## src/hw/rtl/cbt_pkg.sv

```systemverilog
// Package for the cubic Bezier tessellator: widths, request and status codes,
// controller states, control structs and the Bernstein weight table.
// No dependencies.
package cbt_pkg;

  localparam int STEPS    = 100;
  localparam int STEP_W   = 7;
  localparam int TAB_DEPTH = 1 << STEP_W;
  localparam int PT_W     = 16;
  localparam int WEIGHT_W = 17;
  localparam int PROD_W   = PT_W + WEIGHT_W + 1;
  localparam int ACC_W    = PROD_W + 2;
  localparam int OUT_W    = 24;
  localparam int HELD_W   = 3;
  localparam int TAP_W    = 2;
  localparam int TAPS     = 4;

  localparam longint Q_ONE       = 64'd65536;
  localparam longint STEPS_CUBED = longint'(STEPS) * STEPS * STEPS;

  typedef enum logic [1:0] {
    REQ_LOAD  = 2'd0,
    REQ_EMIT  = 2'd1,
    REQ_CLEAR = 2'd2
  } req_t;

  typedef enum logic [1:0] {
    ST_EMITTED = 2'd0,
    ST_LOADED  = 2'd1,
    ST_REFUSED = 2'd2,
    ST_CLEARED = 2'd3
  } status_t;

  typedef enum logic [1:0] {
    S_IDLE,
    S_MUL,
    S_DRAIN,
    S_WRITE
  } cbt_state_t;

  typedef struct packed {
    logic             capture;
    logic             mul_en;
    logic             acc_en;
    logic [TAP_W-1:0] tap;
    logic             commit;
  } cbt_cmd_t;

  typedef struct packed {
    logic              emit_go;
    logic              seg_ready;
    logic [HELD_W-1:0] held;
  } cbt_stat_t;

  typedef logic [TAPS-1:0][WEIGHT_W-1:0] weight_row_t;
  typedef weight_row_t [TAB_DEPTH-1:0] weight_tab_t;

  function automatic longint scale_weight(input longint num);
    return (num * Q_ONE + STEPS_CUBED / 2) / STEPS_CUBED;
  endfunction

  function automatic weight_tab_t build_weights();
    weight_tab_t tab;
    longint      k;
    longint      u;
    for (int kk = 0; kk < TAB_DEPTH; kk++) begin
      k = longint'(kk);
      u = longint'(STEPS) - k;
      if (kk <= STEPS) begin
        tab[kk][0] = WEIGHT_W'(scale_weight(u * u * u));
        tab[kk][1] = WEIGHT_W'(scale_weight(3 * k * u * u));
        tab[kk][2] = WEIGHT_W'(scale_weight(3 * k * k * u));
        tab[kk][3] = WEIGHT_W'(scale_weight(k * k * k));
      end else begin
        tab[kk] = '0;
      end
    end
    return tab;
  endfunction

  localparam weight_tab_t WEIGHTS = build_weights();

endpackage

```

## src/hw/rtl/cbt_ctrl.sv

```systemverilog
// Controller of the cubic Bezier tessellator: sequences capture, the four
// multiply-accumulate taps and the result write. Depends on cbt_pkg.
module cbt_ctrl import cbt_pkg::*; (
  input  logic      clk,
  input  logic      rst,
  input  logic      in_valid,
  input  logic      out_ready,
  input  cbt_stat_t stat,
  output logic      in_ready,
  output logic      out_valid,
  output cbt_cmd_t  cmd
);

  cbt_state_t       state;
  cbt_state_t       state_next;
  logic [TAP_W-1:0] tap;
  logic             accept;
  logic             slot_free;

  assign accept    = in_valid && in_ready;
  assign slot_free = !out_valid || out_ready;

  always_ff @(posedge clk) begin
    if (rst) begin
      state <= S_IDLE;
    end else begin
      state <= state_next;
    end
  end

  always_ff @(posedge clk) begin
    if (rst) begin
      tap <= '0;
    end else if (state == S_MUL) begin
      tap <= tap + TAP_W'(1);
    end else begin
      tap <= '0;
    end
  end

  always_ff @(posedge clk) begin
    if (rst) begin
      out_valid <= 1'b0;
    end else if (cmd.commit) begin
      out_valid <= 1'b1;
    end else if (out_ready) begin
      out_valid <= 1'b0;
    end
  end

  always_comb begin
    state_next = state;
    unique case (state)
      S_IDLE: begin
        if (accept) begin
          state_next = stat.emit_go ? S_MUL : S_WRITE;
        end
      end
      S_MUL: begin
        if (tap == TAP_W'(TAPS - 1)) begin
          state_next = S_DRAIN;
        end
      end
      S_DRAIN: begin
        state_next = S_WRITE;
      end
      S_WRITE: begin
        if (slot_free) begin
          state_next = S_IDLE;
        end
      end
      default: begin
        state_next = S_IDLE;
      end
    endcase
  end

  always_comb begin
    in_ready    = 1'b0;
    cmd.capture = 1'b0;
    cmd.mul_en  = 1'b0;
    cmd.acc_en  = 1'b0;
    cmd.tap     = tap;
    cmd.commit  = 1'b0;
    unique case (state)
      S_IDLE: begin
        in_ready    = 1'b1;
        cmd.capture = in_valid;
      end
      S_MUL: begin
        cmd.mul_en = 1'b1;
        cmd.acc_en = (tap != '0);
      end
      S_DRAIN: begin
        cmd.acc_en = 1'b1;
      end
      S_WRITE: begin
        cmd.commit = slot_free;
      end
      default: begin
        in_ready = 1'b0;
      end
    endcase
  end

endmodule

```

## config.mk

```make
export PLATFORM = sky130hd
export DESIGN_NAME = cbt_ctrl
export DESIGN_NICKNAME = d
export VERILOG_FILES = /design/src/hw/rtl/cbt_pkg.sv /design/src/hw/rtl/cbt_ctrl.sv
export SDC_FILE = /design/constraint.sdc
export NUM_CORES = 1
export LEC_CHECK = 0
export BUFFER_PORTS_ARGS = -buffer_cell sky130_fd_sc_hd__buf_2
export CORE_MARGIN = 3
export CORE_UTILIZATION = 25
export DETAILED_ROUTE_END_ITERATION = 10
export PLACE_DENSITY = 0.54
export SLEW_MARGIN = 20
export SYNTH_ARGS = -nofsm -noshare
export SYNTH_HDL_FRONTEND = slang
export SYNTH_SLANG_ARGS = --single-unit
```

## constraint.sdc

```tcl
create_clock -name clk -period 4.5 [get_ports clk]
set_input_delay 0.225 -clock clk [delete_from_list [all_inputs] [get_ports clk]]
set_output_delay 0.225 -clock clk [all_outputs]
set_load 0.005 [all_outputs]
```

## Word level (Yosys, flattened, before mapping)

Cells that the tools add are included.

- $add $sub $neg: 1
- Eq/ne operators: 7
- Muxes and demuxes: 12
- Bitwise logic cells: 1
- Reduce and logical (&&, ||, !) cells: 8

Operators by type and width:

| kind | count |
|---|---|
| $mux W2 | 4 |
| $pmux W2 S4 | 1 |
| $eq A2 B2 Y1 const B | 3 |
| $mux W1 | 6 |
| $ne A2 B2 Y1 const B | 2 |
| $reduce_bool A2 Y1 | 2 |
| $reduce_and A3 Y1 | 1 |
| $add A2 B1 Y2 const B | 1 |
| $eq A2 B1 Y1 const B | 1 |
| $logic_not A2 Y1 | 1 |
| $ne A2 B1 Y1 const B | 1 |
| $pmux W1 S2 | 1 |
| $reduce_or A2 Y1 | 1 |
| $logic_and A1 B1 Y1 | 1 |
| $logic_not A1 Y1 | 1 |
| $logic_or A1 B1 Y1 | 1 |
| $not A1 Y1 | 1 |

- Register bits: 5
- Input bits: 9

## Logic depth before layout (Yosys ltp)

Gate-level depths: netlist of the first run.

- Depth after elaboration: 5
- Depth in mapped cells: 5
- Depth with buffers taken out: 5

## Worst setup path before layout of the first run

Ideal clock, no wire load.

- Kind: reg-to-reg
- Start point: reg state[0]
- End point: reg state[0]
- Arrival time: 1.367 ns
- Data required time: 4.428 ns
- Slack: 3.062 ns
- Cell stages (with the launch flop): 5
- Period minus slack after synthesis: 1.438 ns
- Cell sequence: dfxtp_1 -> inv_1 -> ha_1 -> a222oi_1 -> mux2i_1

- Cells in the longest elaborated chain, start to end: 5
- Elaborated cells on any way between the ends: 11
- Classes of those cells: 6 x eq/ne; 2 x mux; 3 x reduce/logical

Ends and longest elaborated chain:

| element | RTL line | source |
|---|---|---|
| start, declared | cbt_ctrl.sv:14 | `cbt_state_t state;` |
| start signal, assigned | cbt_ctrl.sv:27 | `state <= state_next;` |
| $logic_not A2 Y1 | cbt_ctrl.sv:85 | `unique case (state)` |
| $mux W1 | cbt_ctrl.sv:85 |  |
| named net in_ready | cbt_ctrl.sv:9 | `output logic in_ready,` |
| $logic_and A1 B1 Y1 | cbt_ctrl.sv:20 | `assign accept = in_valid && in_ready;` |
| $ne A2 B2 Y1 (no source line) | - |  |
| $reduce_and A3 Y1 (no source line) | - |  |

The timed path passes the listed nets, and every way through them passes these cells.
A chain may end at the register's enable or synchronous reset.

==> out/metrics.yaml, run 1 <==
placed_design:
  portBuffers: 12
  gp_congestion: 0.733
  dp_cells: 62
  pre_cts_ws_ns: 2.92
  dpl-instance-area_um2: 408
sta:
  relSlewSlack: 0.671
  grt_setup_unrepaired: "no"
  whs_ns: 0.152
  hold_viol: 0
  setup_ws_ns: 2.91
  tightest_slew_ns: 0.493
  max_freq_ghz: 0.629
  tns_ns: 0
  fin_crit_sh: 0.353
  drv_slew: 0
  fin_skew_ns: 0.000297
  layout_min_cycle_time_ns: 1.59
  setup_viol: 0
logic_synthesis:
  synthesis.nets: 53
  yosysSeqAreaShare: 0.296
  synthMuxAreaShare: 0.0593
  synth-seq-cells: 5
  ys_warn_count: 0
  yosys.cell_types.count: 16
  synth_top_area_frac: 0.296
  synth-compound-area-share: 0.0889
  synth.area.top_cells: "dfxtp_1 30%, ha_1 26%, inv_1 7.8%"
  synthXorXnorAreaFrac: 0
  yosys.area.top_type: "dfxtp_1"
  synth_top_family_by_area: "adder cells"
  synthSimpleGateAreaFrac: 0.196
  avgSynthCellArea_um2: 9.13
  synthAdderAreaFrac: 0.259
  netlist_area_um2: 338
  synthCells: 37
cts:
  clockRootBuffer: "clkbuf_4"
  clk_latency_ns: 0.24
  clock_sinks: 5
  path_clk_slew_ns: 0.04
  cts_buffer_depth: 2
  cts_tree: "built"
  cts_hold_buf: 0
  cts_max_level: 1
  cts_made_buffers: 3
  cts_resized: 0
  post-cts-setup-buffers: 0
setup_path:
  startpoint_type: "register"
  cp_max_fo: 4
  arrival_ns: 1.36
  worstPathRequired_ns: 4.28
  end_kind: "primary output"
  critical_path_class: "reg2out"
power:
  vdd.ir_drop.worst_uv: 195
  power_mw: 0.230
  p_leak_nw: 0.236
  p_per_area_mw_per_mm2: 529
status:
  outcome: "complete, no violations"
floorplan:
  die_area_mm2: 0.00183
  start_util: 0.285
  io_pins: 17
  die_h_um: 42.8
  rows: 12
  core-area_mm2: 0.00119
  die_w_um: 42.8
cells_and_area:
  design_area_um2: 434
  drive_above_1_share: 0.327
  fillers: 125
  antenna_cells: 0
  fin_nets: 69
  mostFrequentLayoutCell: "buf_2"
  area_growth_pct: 28.5
  mostFrequentLayoutCells: "12 x buf_2, 7 x inv_1, 7 x ha_1, 5 x dfxtp_1"
  utilization: 0.366
  final_cell_count_no_fill: 66
routing:
  ant_nets: 0
  vias: 278
  routedLengthMet1_um: 301
  route.met2.wl_um: 252
  drc: 0
  drt_iter0_markers: 2
  route.met3.wl_um: 46
  top_layer_used: "met4"
  wl_per_cell_um: 9.29
  wl_um: 613
  first_pass_iters: 4
  avgViaCountPerCell: 4.21
global_routing:
  grt_pass1_wl_um: 993
  grt_antenna_before_repair: 0
  grt_overflow: 0
  grt_max_degree: 7
  grt_usage: 0.0784
  grt_pass1_vias: 256
run:
  max_cap_viol_count: 0
min_path:
  hold_class: "in2reg"
[final timing paths]
check	from	to	slack, ns	depth (start not counted)
worst max-delay path	state[1]	cmd[3]	2.91	5
worst min-delay path	rst	out_valid	0.15	2
worst max register to register	state[0]	state[0]	2.92	4
worst min register to register	state[1]	state[1]	0.51	2
[sequential cells by signal (all words and copies together), names as in the netlist]
name / flops
out_valid: 1
state: 2
tap: 2
[critical path, cell delays in order, from the launching register on]
cell and delay, ns:
dfxtp_1 0.38, inv_1 0.10, ha_1 0.22, nor2b_1 0.14, o21a_1 0.16, buf_2 0.12
[area by class of cell]
type                    instances  area (um^2)  share of cell area
clock buffers                   4         26.3              0.0605
inverters                       7         26.3              0.0605
multi-input cells              24          204               0.470
flip-flops and latches          5          100               0.231
well taps                      14         17.5              0.0403
repair buffers                 12         60.1               0.138
[cell families (layout without fill, tap and decap cells)]
group | after synthesis | in the layout
flops | 5 | 5
compound gates | 4 | 4
buf+inv | 8 | 23
simple gates | 11 | 11
mux | 2 | 2
fa+ha+maj | 7 | 7
[cells in the mapped netlist]
library cell  instances
and2_1                1
o21a_1                1
dfxtp_1               5
nor2b_1               1
o21ai_0               1
ha_1                  7
and2b_2               1
nor2_1                2
o211ai_1              1
and3_1                2
mux2i_1               2
nand2_1               3
buf_4                 1
a222oi_1              1
inv_1                 7
nor2b_4               1
[routing by layer]
layer | track usage | up-vias
met5 | 0 | -
met4 | 0.0932 | 0
met3 | 0.0381 | 2
met2 | 0.105 | 11
met1 | 0.0800 | 117
li1 | - | 148
[power by group]
group	switching, mW	internal (mW)	total [mW]
logic	0.0532	0.0549	0.108
clock network	0.0184	0.0335	0.0519
registers	0.0130	0.0566	0.0696
total	0.0847	0.145	0.230
Power figures use the tool's default switching activity.
==> inputs of run 2 (changes only) <==
Settings changed: PLACE_DENSITY 0.54 to 0.56.
Clock period 4.5 ns to 1.3 ns, I/O delays scaled along.
==> out/metrics.yaml, run 2 (synthesis gave the netlist of run 1 again) <==
global_routing:
  grt_max_degree: 7  # unchanged
  grt_pass1_wl_um: 1270  # +28%
  grt_overflow: 0  # unchanged
  grt_pass1_vias: 303  # +18%
  grt_antenna_before_repair: 0  # unchanged
  grt_usage: 0.105  # +0.0269
cts:
  path_clk_slew_ns: 0.04  # about the same
  cts_tree: "built"
  cts_made_buffers: 3  # unchanged
  cts_buffer_depth: 2  # unchanged
  clockRootBuffer: "clkbuf_4"
  clk_latency_ns: 0.25  # about the same
  clock_sinks: 5  # unchanged
  cts_max_level: 1  # unchanged
floorplan:
  start_util: 0.285  # unchanged
  core-area_mm2: 0.00119  # unchanged
  die_area_mm2: 0.00183  # unchanged
  die_w_um: 42.8  # unchanged
  rows: 12  # unchanged
  die_h_um: 42.8  # unchanged
  io_pins: 17  # unchanged
setup_path:
  end_kind: "primary output"
  cp_max_fo: 2  # -2
  critical_path.top_delay_family: "buffers and inverters"
  max_stage_delay_ns: 0.33  # -0.05 ns
  cp_slowest_cell: "dfxtp_2"
  worstPathRequired_ns: 1.24  # -3.04 ns
  path_cells: "buf_4, buf_4, ha_2, o21a_1, buf_2"
  startpoint_type: "register"
  arrival_ns: 1.29  # -0.07 ns
  critical_path_class: "reg2out"
  crit_buf_inv: 3  # +1
  crit_top_cell: "buf_4"
power:
  p_switching_mw: 0.392  # +360%
  p_int_mw: 0.712  # +390%
  clkPwrFrac: 0.166  # -0.060
  switching_share: 0.356  # -0.0131
  p_per_area_mw_per_mm2: 1980  # +270%
  vdd.ir_drop.worst_uv: 719  # +270%
  power_mw: 1.10  # +380%
  comb_power_share: 0.589  # +0.118
  p_seq_frac: 0.245  # -0.058
  p_leak_nw: 0.278  # +18%
min_path:
  hold_class: "in2reg"
sta:
  layout_min_cycle_time_ns: 1.35
  fin_skew_ns: 0.00411  # +0.00382 ns
  hold_viol: 0  # unchanged
  fin_crit_sh: 1.04
  tns_ns: -0.0803  # -0.0803 ns
  setup_viol: 3  # +3
  whs_ns: 0.127  # -0.0248 ns
  relSlewSlack: 0.823  # +0.152
  max_freq_ghz: 0.740
  drv_slew: 0  # unchanged
  grt_setup_unrepaired: "yes"
  tightest_slew_ns: 0.265  # -0.228 ns
  setup_ws_ns: -0.0516  # -2.96 ns
cells_and_area:
  seqCellArea_um2: 105  # +5.0%
  fillers: 125  # unchanged
  mostFrequentLayoutCells: "12 x buf_2, 6 x buf_4, 5 x inv_1"
  fin_nets: 77  # +12%
  multiInputGateArea_um2: 251  # +23%
  drive_above_1_share: 0.550  # +0.223
  area_growth_pct: 65.2
  design_area_um2: 558  # +29%
  mostFrequentLayoutCell: "buf_2"
  utilization: 0.470  # +0.104
  antenna_cells: 0  # unchanged
  reg_top3: "state: 2 flops, tap: 2 flops, out_valid: 1 flops"
  final_cell_count_no_fill: 74  # +12%
placed_design:
  dp_cells: 67  # +8.1%
  portBuffers: 12  # unchanged
  gp_congestion: 0.694  # -5.3%
  dpl-instance-area_um2: 460  # +13%
  pre_cts_ws_ns: -0.00792  # -2.93 ns
  hpwlAfterDp_um: 551
routing:
  drc: 0  # unchanged
  wl_um: 758  # +24%
  drt_iter0_markers: 3  # +1
  wl_per_cell_um: 10.2  # +10%
  first_pass_iters: 4  # unchanged
  avgViaCountPerCell: 4.36  # +3.6%
  vias: 323  # +16%
  ant_nets: 0  # unchanged
status:
  outcome: "finished, violations left"
  violations: "negative setup slack"
run:
  max_cap_viol_count: 0  # unchanged
[run 2: routing by layer]
| metal | part of all wire | up-vias | track usage |
|---|---|---|---|
| li1 | - | 163 | - |
| met1 | 0.43 | 143 | 0.123 |
| met2 | 0.44 | 13 | 0.129 |
| met3 | 0.065 | 4 | 0.0254 |
| met4 | 0.067 | 0 | 0.149 |
| met5 | 0 | - | 0 |
[run 2: power groups by stage]
stage | Combinational (mW) | Sequential, mW | Clock [mW]
after CTS | 0.648 | 0.256 | 0.192
after global placement | 0.545 | 0.245 | 0
after detailed placement | 0.551 | 0.245 | 0
after global routing | 0.725 | 0.278 | 0.206
after floorplan | 0.322 | 0.245 | 0
final | 0.651 | 0.270 | 0.183
[run 2: layout make-up]
cell class | count | share of cell area
inverters | 7 | 0.0561
flip-flops and latches | 5 | 0.188
clock buffers | 4 | 0.0471
multi-input cells | 24 | 0.451
well taps | 14 | 0.0314
repair buffers | 20 | 0.226
[run 2: worst paths after layout]
kind                            startpoint   endpoint  slack [ns]  cells after the start
worst max-delay path              state[1]     cmd[3]       -0.05                      5
worst min-delay path             out_ready  out_valid        0.13                      4
worst max register to register    state[0]   state[1]       -0.02                      5
worst min register to register      tap[0]     tap[0]        0.55                      2
[run 2: worst reg2reg max path, stage by stage (launching register included)]
cell and delay, ns:
dfxtp_4 0.40, inv_4 0.05, ha_4 0.15, a222oi_1 0.30, buf_4 0.18, mux2i_1 0.16
[run 2: what timing repair did]
item | 4_1_cts | 5_1_grt
hold buffers | 1 | 0
resized for setup | 9 | 2
endpoints found under the hold margin | 1 | 0
endpoints found under the setup margin | 3 | 4
buffers inserted | 2 | 0
pin swaps | 1 | 3
